`src/rtl/core/bfa_pkg.sv`:
```
package bfa_pkg;

    // operand class decided by the front part
    typedef enum logic [2:0] {
        CLS_NAN = 3'b001,
        CLS_INF = 3'b010,
        CLS_FIN = 3'b100
    } cls_t;

    // classified item carried from the front part to the back part
    typedef struct packed {
        logic        special;   // result fully decided in front
        logic [15:0] special_value;
        logic        sa;        // sign of the larger magnitude
        logic        sb;
        logic [7:0]  ea;        // larger exponent (subnormal as 1)
        logic [7:0]  d;         // exponent difference
        logic [7:0]  ma;        // significand with hidden bit
        logic [7:0]  mb;
        logic        last;
    } front_item_t;

    localparam logic [15:0] DEFAULT_NAN16 = 16'hFFC0;
    localparam logic [15:0] QUIET16 = 16'h0040;

endpackage

```
`src/rtl/core/bfa_front.sv`:
```
module bfa_front (
    input  logic                 clk,
    input  logic                 rst_n,
    input  logic                 in_valid,
    output logic                 in_stall,
    input  logic [15:0]          acc_value,
    input  logic [15:0]          in_value,
    input  logic                 last_in,
    output logic                 q_valid,
    input  logic                 q_stall,
    output bfa_pkg::front_item_t q_item
);
    import bfa_pkg::*;

    cls_t        cls_a;
    cls_t        cls_b;
    front_item_t item;
    logic [7:0]  ea;
    logic [7:0]  eb;
    logic [7:0]  ma;
    logic [7:0]  mb;
    logic        swap;
    logic        valid_reg;
    front_item_t item_reg;

    function automatic cls_t classify(input logic [15:0] v);
        if (v[14:7] == 8'hFF)
        begin
            return (v[6:0] != 7'd0) ? CLS_NAN : CLS_INF;
        end
        return CLS_FIN;
    endfunction

    always_comb
    begin
        cls_a = classify(acc_value);
        cls_b = classify(in_value);
        ea = (acc_value[14:7] == 8'd0) ? 8'd1 : acc_value[14:7];
        eb = (in_value[14:7] == 8'd0) ? 8'd1 : in_value[14:7];
        ma = {acc_value[14:7] != 8'd0, acc_value[6:0]};
        mb = {in_value[14:7] != 8'd0, in_value[6:0]};
        swap = (eb > ea) || ((eb == ea) && (mb > ma));
        item = '0;
        item.last = last_in;
        if (cls_a == CLS_NAN)
        begin
            item.special = 1'b1;
            item.special_value = acc_value | QUIET16;
        end
        else if (cls_b == CLS_NAN)
        begin
            item.special = 1'b1;
            item.special_value = in_value | QUIET16;
        end
        else if (cls_a == CLS_INF)
        begin
            item.special = 1'b1;
            item.special_value = (cls_b == CLS_INF && acc_value[15] != in_value[15])
                ? DEFAULT_NAN16 : acc_value;
        end
        else if (cls_b == CLS_INF)
        begin
            item.special = 1'b1;
            item.special_value = in_value;
        end
        if (swap)
        begin
            item.sa = in_value[15];
            item.sb = acc_value[15];
            item.ea = eb;
            item.d  = eb - ea;
            item.ma = mb;
            item.mb = ma;
        end
        else
        begin
            item.sa = acc_value[15];
            item.sb = in_value[15];
            item.ea = ea;
            item.d  = ea - eb;
            item.ma = ma;
            item.mb = mb;
        end
    end

    assign in_stall = valid_reg && q_stall;

    always_ff @(posedge clk or negedge rst_n)
    begin
        if (!rst_n)
        begin
            valid_reg <= 1'b0;
        end
        else if (!in_stall)
        begin
            valid_reg <= in_valid;
        end
    end

    always_ff @(posedge clk)
    begin
        if (!in_stall && in_valid)
        begin
            item_reg <= item;
        end
    end

    assign q_valid = valid_reg;
    assign q_item  = item_reg;

endmodule

```
`src/rtl/core/bfa_queue.sv`:
```
module bfa_queue #(
    parameter int Depth = 2
) (
    input  logic                 clk,
    input  logic                 rst_n,
    input  logic                 wr_valid,
    output logic                 wr_stall,
    input  bfa_pkg::front_item_t wr_item,
    output logic                 rd_valid,
    input  logic                 rd_stall,
    output bfa_pkg::front_item_t rd_item
);
    import bfa_pkg::*;

    localparam int AW = (Depth > 1) ? $clog2(Depth) : 1;

    front_item_t         mem_reg [Depth];
    logic [AW-1:0]       wr_ptr_reg;
    logic [AW-1:0]       rd_ptr_reg;
    logic [AW:0]         count_reg;
    logic                push;
    logic                pop;

    assign wr_stall = (count_reg == (AW+1)'(Depth));
    assign rd_valid = (count_reg != '0);
    assign push = wr_valid && !wr_stall;
    assign pop  = rd_valid && !rd_stall;
    assign rd_item = mem_reg[rd_ptr_reg];

    always_ff @(posedge clk or negedge rst_n)
    begin
        if (!rst_n)
        begin
            wr_ptr_reg <= '0;
            rd_ptr_reg <= '0;
            count_reg  <= '0;
        end
        else
        begin
            if (push)
            begin
                wr_ptr_reg <= (wr_ptr_reg == AW'(Depth - 1)) ? '0 : wr_ptr_reg + 1'b1;
            end
            if (pop)
            begin
                rd_ptr_reg <= (rd_ptr_reg == AW'(Depth - 1)) ? '0 : rd_ptr_reg + 1'b1;
            end
            count_reg <= count_reg + (AW+1)'(push) - (AW+1)'(pop);
        end
    end

    always_ff @(posedge clk)
    begin
        if (push)
        begin
            mem_reg[wr_ptr_reg] <= wr_item;
        end
    end

    a_no_overflow: assert property (@(posedge clk) disable iff (!rst_n)
        count_reg <= (AW+1)'(Depth)) else $error("queue overflow");
    a_full_stalls: assert property (@(posedge clk) disable iff (!rst_n)
        (count_reg == (AW+1)'(Depth)) |-> wr_stall) else $error("full queue not stalling");
    a_count_step: assert property (@(posedge clk) disable iff (!rst_n)
        (push && !pop) |=> (count_reg == $past(count_reg) + 1'b1))
        else $error("count did not advance");

endmodule

```
`src/rtl/core/bfa_back.sv`:
```
module bfa_back (
    input  logic                 clk,
    input  logic                 rst_n,
    input  logic                 q_valid,
    output logic                 q_stall,
    input  bfa_pkg::front_item_t q_item,
    output logic                 out_valid,
    input  logic                 out_stall,
    output logic [15:0]          sum_value,
    output logic                 last_out
);
    import bfa_pkg::*;

    // stage 1: align and add; stage 2: normalize, round, narrow
    logic        s1_valid_reg;
    logic        s1_special_reg;
    logic [15:0] s1_special_value_reg;
    logic        s1_sgn_reg;
    logic        s1_zsign_reg;
    logic [7:0]  s1_e_reg;
    logic [27:0] s1_sum_reg;
    logic        s1_last_reg;
    logic        s2_valid_reg;
    logic [15:0] s2_value_reg;
    logic        s2_last_reg;

    logic        adv2;
    logic        adv1;
    logic [26:0] xa;
    logic [26:0] xb;
    logic [26:0] sh;
    logic        sticky;
    logic [27:0] sum;

    logic [27:0] ns;
    logic [8:0]  ne;
    logic [4:0]  lz;
    logic [4:0]  shamt;
    logic [2:0]  low;
    logic [24:0] m;
    logic [31:0] f32;
    logic [15:0] hi;
    logic [15:0] result;

    assign adv2 = !s2_valid_reg || !out_stall;
    assign adv1 = !s1_valid_reg || adv2;
    assign q_stall = !adv1;

    // operands widened to binary32 significands with three guard bits
    always_comb
    begin
        xa = {q_item.ma, 19'd0};
        xb = {q_item.mb, 19'd0};
        sticky = 1'b0;
        if (q_item.d >= 8'd32)
        begin
            sh = 27'(xb != 27'd0);
        end
        else
        begin
            for (int i = 0; i < 27; i++)
            begin
                if (i < int'(q_item.d) && xb[i])
                begin
                    sticky = 1'b1;
                end
            end
            sh = (xb >> q_item.d[4:0]) | 27'(sticky);
        end
        sum = (q_item.sa == q_item.sb) ? ({1'b0, xa} + {1'b0, sh})
                                       : ({1'b0, xa} - {1'b0, sh});
    end

    always_ff @(posedge clk or negedge rst_n)
    begin
        if (!rst_n)
        begin
            s1_valid_reg <= 1'b0;
            s2_valid_reg <= 1'b0;
        end
        else
        begin
            if (adv1)
            begin
                s1_valid_reg <= q_valid;
            end
            if (adv2)
            begin
                s2_valid_reg <= s1_valid_reg;
            end
        end
    end

    always_ff @(posedge clk)
    begin
        if (adv1 && q_valid)
        begin
            s1_special_reg       <= q_item.special;
            s1_special_value_reg <= q_item.special_value;
            s1_sgn_reg           <= q_item.sa;
            s1_zsign_reg         <= q_item.sa & q_item.sb;
            s1_e_reg             <= q_item.ea;
            s1_sum_reg           <= sum;
            s1_last_reg          <= q_item.last;
        end
        if (adv2 && s1_valid_reg)
        begin
            s2_value_reg <= result;
            s2_last_reg  <= s1_last_reg;
        end
    end

    // normalize: sum fits in 28 bits, leading one targeted at bit 26
    always_comb
    begin
        ns = s1_sum_reg;
        ne = {1'b0, s1_e_reg};
        if (ns[27])
        begin
            ns = {1'b0, ns[27:2], ns[1] | ns[0]};
            ne = ne + 9'd1;
        end
        lz = 5'd0;
        for (int i = 0; i <= 26; i++)
        begin
            if (ns[i])
            begin
                lz = 5'(26 - i);
            end
        end
        shamt = (9'(lz) < ne) ? lz : 5'(ne - 9'd1);
        ns = ns << shamt;
        ne = ne - 9'(shamt);
        low = ns[2:0];
        m = {1'b0, ns[26:3]};
        if (low > 3'd4 || (low == 3'd4 && m[0]))
        begin
            m = m + 25'd1;
        end
        if (m[24])
        begin
            m = m >> 1;
            ne = ne + 9'd1;
        end
        if (!m[23])
        begin
            ne = 9'd0;
        end
        f32 = {s1_sgn_reg, ne[7:0], m[22:0]};
        if (ne >= 9'd255)
        begin
            f32 = {s1_sgn_reg, 8'hFF, 23'd0};
        end
        // narrow: round half up on the magnitude, wraps in 16 bits
        hi = f32[31:16] + {15'd0, f32[15]};
        if (s1_special_reg)
        begin
            result = s1_special_value_reg;
        end
        else if (s1_sum_reg == 28'd0)
        begin
            result = {s1_zsign_reg, 15'd0};
        end
        else
        begin
            result = hi;
        end
    end

    assign out_valid = s2_valid_reg;
    assign sum_value = s2_value_reg;
    assign last_out  = s2_last_reg;

    a_hold: assert property (@(posedge clk) disable iff (!rst_n)
        (s2_valid_reg && out_stall) |=> (s2_valid_reg && $stable(s2_value_reg)))
        else $error("result changed under stall");
    a_stall_full: assert property (@(posedge clk) disable iff (!rst_n)
        q_stall |-> (s1_valid_reg && s2_valid_reg)) else $error("back stalled with room");
    a_flow: assert property (@(posedge clk) disable iff (!rst_n)
        (s1_valid_reg && adv2) |=> s2_valid_reg) else $error("stage 1 item lost");

endmodule

```
`src/rtl/core/bfloat16_adder.sv`:
```
// channel | valid     | stall     | payload
// input   | in_valid  | in_stall  | acc_value, in_value, last_in
// output  | out_valid | out_stall | sum_value, last_out
//
// one transaction per cycle sustained while out_stall is low; each result passes the
// front register, the queue, the add stage and the round stage in order
// rst_n clears all valid state asynchronously; payload registers are not reset
// the queue of QueueDepth entries lets the front keep taking transactions while
// the output is stalled; in_stall rises only when all stages are full
module bfloat16_adder #(
    parameter int QueueDepth = 2
) (
    input  logic        clk,
    input  logic        rst_n,
    input  logic        in_valid,
    output logic        in_stall,
    input  logic [15:0] acc_value,
    input  logic [15:0] in_value,
    input  logic        last_in,
    output logic        out_valid,
    input  logic        out_stall,
    output logic [15:0] sum_value,
    output logic        last_out
);
    import bfa_pkg::*;

    logic        f_valid;
    logic        f_stall;
    front_item_t f_item;
    logic        b_valid;
    logic        b_stall;
    front_item_t b_item;

    // front: classify operands and order by magnitude
    bfa_front u_front (
        .clk       (clk),
        .rst_n     (rst_n),
        .in_valid  (in_valid),
        .in_stall  (in_stall),
        .acc_value (acc_value),
        .in_value  (in_value),
        .last_in   (last_in),
        .q_valid   (f_valid),
        .q_stall   (f_stall),
        .q_item    (f_item)
    );

    // decoupling queue between front and back
    bfa_queue #(
        .Depth (QueueDepth)
    ) u_queue (
        .clk      (clk),
        .rst_n    (rst_n),
        .wr_valid (f_valid),
        .wr_stall (f_stall),
        .wr_item  (f_item),
        .rd_valid (b_valid),
        .rd_stall (b_stall),
        .rd_item  (b_item)
    );

    // back: add, normalize, round, narrow
    bfa_back u_back (
        .clk       (clk),
        .rst_n     (rst_n),
        .q_valid   (b_valid),
        .q_stall   (b_stall),
        .q_item    (b_item),
        .out_valid (out_valid),
        .out_stall (out_stall),
        .sum_value (sum_value),
        .last_out  (last_out)
    );

endmodule

```
`config.mk`:
```
export PLATFORM = sky130hd
export DESIGN_NAME = bfloat16_adder
export DESIGN_NICKNAME = d
export VERILOG_FILES = /design/src/rtl/core/bfa_pkg.sv /design/src/rtl/core/bfa_front.sv /design/src/rtl/core/bfa_queue.sv /design/src/rtl/core/bfa_back.sv /design/src/rtl/core/bfloat16_adder.sv
export SDC_FILE = /design/constraint.sdc
export NUM_CORES = 1
export LEC_CHECK = 0
export ABC_AREA = 0
export BUFFER_PORTS_ARGS = -buffer_cell sky130_fd_sc_hd__buf_2
export CORE_MARGIN = 2
export CORE_UTILIZATION = 40
export CTS_CLUSTER_SIZE = 8
export DETAILED_ROUTE_END_ITERATION = 7
export PLACE_DENSITY = 0.53
export SETUP_SLACK_MARGIN = 0.5
export SLEW_MARGIN = 20
export SYNTH_ARGS = -nofsm -noshare
export SYNTH_HDL_FRONTEND = slang
export SYNTH_HIERARCHICAL = 1
export SYNTH_SLANG_ARGS = --single-unit
```
`constraint.sdc`:
```
create_clock -name clk -period 17 [get_ports clk]
set_clock_uncertainty 0.05 [all_clocks]
set_input_delay 0.85 -clock clk [delete_from_list [all_inputs] [get_ports clk]]
set_output_delay 0.85 -clock clk [all_outputs]
set_load 0.02 [all_outputs]
```
==> results of run 1 <==
-- worst paths after layout --
| kind | slack (ns) | endpoint | cells after the start | start |
|---|---|---|---|---|
| max reg2reg | 7.01 | u_back/sum_value[12]$_DFFE_PP_ | 29 | u_back/s1_sum_reg[27]$_DFFE_PP_ |
| min | 0.09 | u_back/out_valid$_DFFE_PN0P_ | 1 | rst_n |
| min reg2reg | 0.37 | u_back/last_out$_DFFE_PP_ | 0 | u_back/s1_last_reg$_DFFE_PP_ |
| min in group clk | 0.37 | u_back/last_out$_DFFE_PP_ | 0 | u_back/s1_last_reg$_DFFE_PP_ |
| max | 7.01 | u_back/sum_value[12]$_DFFE_PP_ | 29 | u_back/s1_sum_reg[27]$_DFFE_PP_ |
| max in group asynchronous | 16.63 | u_queue/rd_ptr_reg$_DFFE_PN0P_ | 1 | rst_n |
-- report_power, final --
group,internal [W],switching (W),total (W)
sequential,0.000956,0.000163,0.00112
combinational,0.000876,0.00155,0.00243
clock,0.000378,0.000242,0.000620
total,0.00221,0.00195,0.00416
-- cell families (layout without fill, tap and decap cells) --
kind of cell / after synthesis / after routing
compound gates: 412 / 412
mux: 104 / 104
flops: 236 / 236
simple gates: 551 / 551
buf+inv: 157 / 195
xor+xnor: 68 / 68
fa+ha+maj: 63 / 63
-- stage by stage --
step,total power (W),instances
after floorplan,0.002878,1591
after global placement,0.003518,2111
after detailed placement,0.003514,2111
after CTS,0.004156,2161
after global routing,0.004443,2161
final,0.004164,2161
-- metal layers --
metal,share of wire [%],global-route usage [%],vias up
li1,-,-,6051
met1,44,27.57,6095
met2,47,34.85,431
met3,4.9,2.822,100
met4,3.9,8.827,0
met5,0,0,-
-- placed cells by master (no fill, tap or decap), drive strengths merged, types with 40 or more instances in the layout --
master	n
buf	69
inv	76
nor3	40
nand3	45
a21oi	89
xnor2	43
edfxtp	229
ha	58
nand2	149
clkbuf	46
o21ai	87
mux2	72
nor2	115
-- worst max-delay path: cells and delay by family, from the launching register on --
kind,cells,cell delay [ns]
compound gates,12,3.71
simple gates,9,2.78
buf+inv,4,1.41
mux,1,0.70
fa+ha+maj,2,0.54
flops,1,0.31
xor+xnor,1,0.17
-- area by class of cell --
type | count | share of cell area [%]
Clock inverter | 4 | 0.4526
Sequential cell | 236 | 39.27
Tap cell | 532 | 3.704
Inverter | 76 | 1.588
Timing Repair Buffer | 69 | 2.117
Clock buffer | 46 | 5.104
Multi-Input combinational cell | 1198 | 47.77
==> metrics.cfg, run 1 <==
[run_status]
outcome=finished clean

[die]
dieWidth_um=206.3
io-pin-count=56
core-area_um2=40650
fp.dieH_um=206.3
design.die.area_um2=42560
start_util_pct=40.27
core.rowCount=74

[timing]
slew_headroom_pct=33.99
timing.hold.ws_ns=0.09404
fin_tns_setup_ns=0
finalHoldViolCount=0
tightest_slew_ns=0.9843
clock.fmax_mhz=100.1
setup_ws_ns=7.013
post-route-period-util_pct=58.75
finalMaxSlewViolations=0
min_period_ns=9.987
rsz0062_at_grt=no
setup_violations=0

[yosys]
yosys.area.top_type=edfxtp_1
synth.avg_cell_area_um2=10.29
ys_top_cells_by_area=edfxtp_1 (42%), mux2_4 (5.2%), ha_1 (4.4%), nand2_1 (3.4%), a21oi_1 (2.7%)
synth_edf_count=229
synth_fp_nets=1690
synth_cell_types=106
yosysWarnings=6
synth-simple-area-share_pct=17.46
synthAdderAreaFrac_pct=4.984
synthXorXnorAreaFrac_pct=3.639
yosysTopAreaCellShare_pct=42.01
synth_top_family_by_area=simple AND/OR/NAND/NOR gates
synthMuxAreaShare_pct=8.752
synthArstFlopShare_pct=2.966
syn_area_um2=16370
synth_most_common_cell=edfxtp_1
synth-main-ff-cell=edfxtp_1
synth-compound-area-share_pct=17.41
synth_top_cells_by_count=edfxtp_1 (229), nand2_1 (149), nor2_1 (115), a21oi_1 (89), o21ai_0 (84)
ys_seq_area_share_pct=43.08
synth_cells=1591
ys_ff_latch=236

[drt]
routed_via_density=5.866
wirelength_um=44590
drtIter0Drc=940
drc=0
wl_per_cell_um=20.63
via_count=12680
drtAntennaViolNets=0
first_pass_iters=5

[cells_and_area]
antennaDiodeCount=0
nNetsFinal=1715
regArea_um2=7056
largest_reg_flops=104
syn_to_final_growth_pct=9.777
fillCellCount=3868
finish.utilization_pct=44.21
multi_input_area_um2=8583
final_design_area_no_fill_um2=17970
drive_above_1_share_pct=14.36

[placed_design]
dp_hpwl_um=33490
port_buffers=55
postPlaceCellArea_um2=16970
pre_cts_slack_ns=7.152
globalplace.congestion=0.9343

[global_routing]
grt_pass1_vias=12220
grt_max_degree=66
grt-ovfl-total=0
grt_first_pass_wirelength_um=69180
antenna_found_initial=0
grtUsageTotal_pct=21.00

[clocking]
path_clk_slew_ns=0.05
clock-root-buffer=clkbuf_16
cts_buffers=35
clock_sinks=236
clk_latency_ns=0.53
cts_buffer_depth=3
post_cts_resized=0
htreeDepth=2
cts_tree=done
ctsHoldBuffers=0
post_cts_buffers=0

[critical_path]
end_kind=register
path_class=register to register
worstPathArrival_ns=10.20
slowest_delay_ns=0.70
worstPathMaxFanout=65
critPathSlowestCell=mux2_2
cp.required_ns=17.21
critPathLaunchType=register

[flow_run]
drv_cap=0

[min_path]
hold_path_class=input pin to asynchronous set/reset pin

[pwr]
powerDensity_nw_per_um2=231.7
leakagePower_nw=6.786
ir_drop_mv=0.2264

(Power assumes the default switching activity.)
==> run 2: changes to the inputs <==
- clock period: 17 -> 10.1 ns (I/O delays scaled with it)
==> metrics.cfg, run 2 (same netlist as run 1, synthesis figures left out) <==
[cells_and_area]
largest_reg_flops=104  ; unchanged
layout_common_cells=edfxtp_1 (229), nand2_1 (148), nor2_1 (113)
drive_above_1_share_pct=15.81  ; +1.4 points
final_common_cell=edfxtp_1
finish.utilization_pct=44.87  ; +0.66 points
antennaDiodeCount=0  ; unchanged
fin_cells=2183  ; +1.0%
nNetsFinal=1735  ; +1.2%
syn_to_final_growth_pct=11.43

[timing]
setup_violations=0  ; unchanged
timing.hold.ws_ns=0.1180  ; +0.02394 ns
slew_headroom_pct=27.73  ; -6.3 points
rsz0062_at_grt=no
tightest_slew_ns=1.078  ; +0.09335 ns
post-route-period-util_pct=90.47  ; +32 points
fin_tns_setup_ns=0  ; unchanged
min_period_ns=9.137  ; -0.8498 ns
clock.fmax_mhz=109.4  ; +9.3%
finalMaxSlewViolations=0  ; unchanged
finalHoldViolCount=0  ; unchanged

[flow_run]
drv_cap=0  ; unchanged

[critical_path]
critPathLaunchType=register
worstPathArrival_ns=9.35  ; -0.85 ns
end_kind=register
worstPathMaxFanout=12  ; -82%
path_class=register to register
cp.required_ns=10.31  ; -6.90 ns

[placed_design]
globalplace.congestion=0.9480  ; +1.5%
dp_hpwl_um=34550  ; +3.1%
port_buffers=55  ; unchanged
placed_cells=2126  ; +0.71%

[pwr]
powerDensity_nw_per_um2=392.1  ; +69%
ir_drop_mv=0.2861  ; +26%
leakagePower_nw=6.913  ; +1.9%

[clocking]
clock_sinks=236  ; unchanged
htreeDepth=2  ; unchanged
path_clk_slew_ns=0.05  ; about the same
cts_tree=done
clock-root-buffer=clkbuf_16
clk_latency_ns=0.52  ; about the same
cts_buffer_depth=3  ; unchanged
cts_buffers=36  ; +2.9%

[drt]
via_count=12830  ; +1.2%
wirelength_um=45860  ; +2.8%
drtAntennaViolNets=0  ; unchanged
routed_via_density=5.876  ; +0.16%
wl_per_cell_um=21.01  ; +1.8%
first_pass_iters=5  ; unchanged
drc=0  ; unchanged
drtIter0Drc=930  ; -1.1%

[die]
dieWidth_um=206.3  ; unchanged
core-area_um2=40650  ; unchanged
io-pin-count=56  ; unchanged
fp.dieH_um=206.3  ; unchanged
core.rowCount=74  ; unchanged
start_util_pct=40.27  ; unchanged
design.die.area_um2=42560  ; unchanged

[global_routing]
grtUsageTotal_pct=21.62  ; +0.62 points
grt-ovfl-total=0  ; unchanged
grt_use_met3_pct=2.554  ; -0.27 points
grt_util_met1_pct=28.39  ; +0.83 points
busiest_layer=met2
grt_first_pass_wirelength_um=71280  ; +3.0%
grt_pass1_vias=12520  ; +2.5%
grt_use_met2_pct=36.13  ; +1.3 points
grt_max_degree=57  ; -14%
antenna_found_initial=0  ; unchanged

[min_path]
hold_path_class=input pin to register

[run_status]
outcome=finished clean

run 2: cell count changes in the layout (fill, tap and decap cells not counted), sizes merged:
cell / delta
buf: +18
bufinv: +1
clkbuf: +1
clkinvlp: +1
dlygate4sd3: +1
run 2: path summary, 6_finish.rpt:
path                                           startpoint                        endpoint  slack, ns  cells past startpoint
max                        u_back/s1_sum_reg[6]$_DFFE_PP_  u_back/sum_value[12]$_DFFE_PP_       0.96                     27
min                                               last_in     u_front/q_item[0]$_DFFE_PP_       0.12                      1
max reg2reg                u_back/s1_sum_reg[6]$_DFFE_PP_  u_back/sum_value[12]$_DFFE_PP_       0.96                     27
min reg2reg                  u_back/s1_last_reg$_DFFE_PP_       u_back/last_out$_DFFE_PP_       0.37                      0
max in group asynchronous                           rst_n  u_queue/rd_ptr_reg$_DFFE_PN0P_       9.52                      2
min in group asynchronous                           rst_n  u_queue/count_reg[0]$_DFF_PN0_       0.31                      2
run 2: worst max-delay path, stage by stage, from the launching register on:
cell       delay, ns
edfxtp_1        0.55
or3_1           0.42
nor3b_1         0.35
nor2b_1         0.42
nand2_1         0.10
a21oi_1         0.30
ha_1            0.23
and3_1          0.17
o211ai_1        0.18
a2111oi_4       0.46
a32o_1          0.30
buf_4           0.24
mux2i_1         0.54
and3b_1         0.24
or4b_1          0.56
o221ai_1        0.43
and3_1          0.42
and3_1          0.32
a31oi_1         0.12
a21oi_1         0.36
o21ai_2         0.25
nor3_1          0.31
ha_1            0.23
nand3_1         0.14
nor3b_2         0.29
or3b_1          0.41
xor2_1          0.17
a221o_1         0.31
run 2: per-layer routing:
| layer | vias to the layer above | share of wire, % |
|---|---|---|
| li1 | 6090 | - |
| met1 | 6176 | 44 |
| met2 | 448 | 48 |
| met3 | 113 | 5.0 |
| met4 | 0 | 3.9 |
| met5 | - | 0 |
run 2: layout make-up:
class,count,area [um2]
multi-input combinational,1198,8635
clock inverter,6,117.6
tap,532,665.6
clock buffer,47,942.2
fill,3828,22410
sequential,236,7056
inverter,76,285.3
timing repair buffer,88,538.0
run 2: power by group:
group | leakage [nW] | internal (W) | switching, W
logic | 4.15 | 0.00154 | 0.00262
clock network | 0.502 | 0.000680 | 0.000414
registers | 2.26 | 0.00161 | 0.000287
total | 6.91 | 0.00383 | 0.00332
run 2: stage by stage:
step | instance area [um2] | setup WS (ns) | total power, W
2_1_floorplan | 16370 | 1.877 | 0.004844
3_3_place_gp | 17090 | 0.8295 | 0.005991
3_5_place_dp | 17090 | 0.6411 | 0.005978
4_1_cts | 18160 | 0.5857 | 0.007111
5_1_grt | 18240 | 0.4882 | 0.007647
6_report | 18240 | 0.9627 | 0.007151
run 2: timing repair:
item | 4_1_cts | 5_1_grt
hold buffers | 1 | 0
setup endpoints to repair | 0 | 12
endpoints found under the hold margin | 7 | 0
gates resized for setup | 0 | 9
setup buffers | 0 | 3
==> run 3: changes to the inputs <==
- CORE_MARGIN: 2 -> 8
- clock period: 10.1 -> 9.48 ns (I/O delays scaled with it)
==> metrics.cfg, run 3 (same netlist as run 1, synthesis figures left out) <==
[die]
design.die.area_um2=47650  ; +12%
io-pin-count=56  ; unchanged
dieWidth_um=218.3  ; +5.8%
core.rowCount=74  ; unchanged
fp.dieH_um=218.3  ; +5.8%
core-area_um2=40650  ; unchanged
start_util_pct=40.27  ; unchanged

[placed_design]
pre_cts_slack_ns=0.3529  ; -0.2882 ns
port_buffers=55  ; unchanged
postPlaceCellArea_um2=17160  ; +0.37%
placed_cells=2135  ; +0.42%
dp_hpwl_um=34520  ; about the same
globalplace.congestion=0.9515  ; +0.37%

[drt]
wl_per_cell_um=20.75  ; -1.2%
drtAntennaViolNets=0  ; unchanged
drc=0  ; unchanged
drtIter0Drc=933  ; +0.32%
wirelength_um=45590  ; -0.58%
via_count=12730  ; -0.77%
first_pass_iters=5  ; unchanged
routed_via_density=5.793  ; -1.4%

[global_routing]
antenna_found_initial=0  ; unchanged
grtUsageTotal_pct=18.80  ; -2.8 points
grt_max_degree=57  ; unchanged
grt_pass1_vias=12760  ; +1.9%
grt_first_pass_wirelength_um=71570  ; +0.41%
grt-ovfl-total=0  ; unchanged

[clocking]
cts_buffer_depth=3  ; unchanged
cts_buffers=36  ; unchanged
clock_sinks=236  ; unchanged
htreeDepth=2  ; unchanged
clk_latency_ns=0.53  ; about the same
path_clk_slew_ns=0.05  ; about the same
cts_tree=done
clock-root-buffer=clkbuf_16

[timing]
tightest_slew_ns=0.9524  ; -0.1252 ns
clock.fmax_mhz=116.5  ; +6.4%
setup_violations=0  ; unchanged
finalMaxSlewViolations=0  ; unchanged
min_period_ns=8.585  ; -0.5527 ns
fin_tns_setup_ns=0  ; unchanged
setup_ws_ns=0.8954  ; -0.06728 ns
finalHoldViolCount=0  ; unchanged
rsz0062_at_grt=no
post-route-period-util_pct=90.55  ; about the same
slew_headroom_pct=35.92  ; +8.2 points

[cells_and_area]
final_design_area_no_fill_um2=18400  ; +0.88%
final_common_cell=edfxtp_1
drive_above_1_share_pct=17.00  ; +1.2 points
antennaDiodeCount=0  ; unchanged
largest_reg_flops=104  ; unchanged
nNetsFinal=1748  ; +0.75%
fin_cells=2197  ; +0.64%
finish.utilization_pct=45.27  ; +0.40 points
syn_to_final_growth_pct=12.41
layout_common_cells=edfxtp_1 (229), nand2_1 (148), nor2_1 (113)

[pwr]
ir_drop_mv=0.3170  ; +11%
seq_power_share_pct=26.3  ; -0.2 points
powerDensity_nw_per_um2=415.3  ; +5.9%
p_sw_w=0.003545  ; +6.7%
intPower_w=0.004096  ; +7.0%
leakagePower_nw=6.999  ; +1.3%
pwr-share-comb_pct=58.8  ; +0.6 points
clkPwrFrac_pct=14.9  ; -0.4 points
p_sw_share_pct=46.40  ; -0.055 points

[min_path]
min_from=last_in
hold_path_class=input pin to register

[critical_path]
r2r-start=u_back/s1_sum_reg[27]$_DFFE_PP_
cp.required_ns=9.68  ; -0.63 ns
crit_start=u_back/s1_sum_reg[27]$_DFFE_PP_
path_class=register to register
critPathSlowestCell=or4_4
critPathLaunchType=register
worstPathMaxFanout=44  ; +32
slowest_delay_ns=0.57  ; about the same
worstPathArrival_ns=8.79  ; -0.56 ns
end_kind=register

[flow_run]
drv_cap=0  ; unchanged

[run_status]
outcome=finished clean

## run 3: cell count changes in the layout (fill, tap and decap cells not counted), sizes merged
| cell | change |
|---|---|
| clkbuf | +1 |
| clkinv | +1 |
| bufinv | -1 |
| buf | +13 |
## run 3: final timing paths
check | endpoint | slack (ns) | depth (start not counted)
setup / recovery | u_back/sum_value[12]$_DFFE_PP_ | 0.90 | 29
hold / removal | u_front/q_item[0]$_DFFE_PP_ | 0.07 | 1
setup reg to reg | u_back/sum_value[12]$_DFFE_PP_ | 0.90 | 29
hold reg to reg | u_back/last_out$_DFFE_PP_ | 0.37 | 0
max in group asynchronous | u_queue/rd_ptr_reg$_DFFE_PN0P_ | 8.92 | 2
min in group asynchronous | u_queue/wr_ptr_reg$_DFFE_PN0P_ | 0.27 | 2
## run 3: final cells by class
class	count	area, um2
timing repair buffer	101	639.4
clock inverter	6	92.59
clock buffer	48	945.9
fill	3886	22250
sequential	236	7056
inverter	76	287.8
multi-input combinational	1198	8713
tap	532	665.6
## run 3: critical path: cells and delay by family, from the launching register on
family | cells | cell delay, ns
AO/OA/AOI/OAI | 8 | 2.21
AND/OR/NAND/NOR | 12 | 3.58
flip-flops | 1 | 0.37
XOR/XNOR | 1 | 0.17
adder cells (fa/ha/maj) | 2 | 0.45
buffers and inverters | 4 | 0.75
multiplexers | 2 | 0.72
## run 3: metrics by stage
| stage | hold slack, ns | total power [W] |
|---|---|---|
| final | 0.07297 | 0.007641 |
| after global routing | 0.04721 | 0.008176 |
| after CTS | 0.04293 | 0.007563 |
| after detailed placement | 0.2674 | 0.006379 |
| after global placement | 0.2674 | 0.006426 |
| after floorplan | 0.1284 | 0.005160 |
## run 3: power groups by stage
stage	clock, W	combinational (W)	sequential [W]
after global routing	0.00122	0.00491	0.00205
after CTS	0.00117	0.00438	0.00201
after detailed placement	0	0.00435	0.00203
after floorplan	0	0.00323	0.00193
after global placement	0	0.00441	0.00201
final	0.00114	0.00450	0.00201
## run 3: metal layers
| layer | wire (um) | share of wire, % | GRT usage, % | up-vias |
|---|---|---|---|---|
| met2 | 21630 | 47 | 31.58 | 364 |
| met5 | 0 | 0 | 0 | - |
| met3 | 1840 | 4.0 | 2.295 | 107 |
| met4 | 1710 | 3.8 | 8.039 | 0 |
| li1 | - | - | - | 6121 |
| met1 | 20410 | 45 | 24.21 | 6136 |
## run 3: timing repair
item / in CTS / in global routing
gates resized for setup: 2 / 26
endpoints found under the hold margin: 7 / 0
setup buffers: 0 / 7
setup endpoints to repair: 2 / 12
pin swaps: 0 / 3
hold buffers: 1 / 0
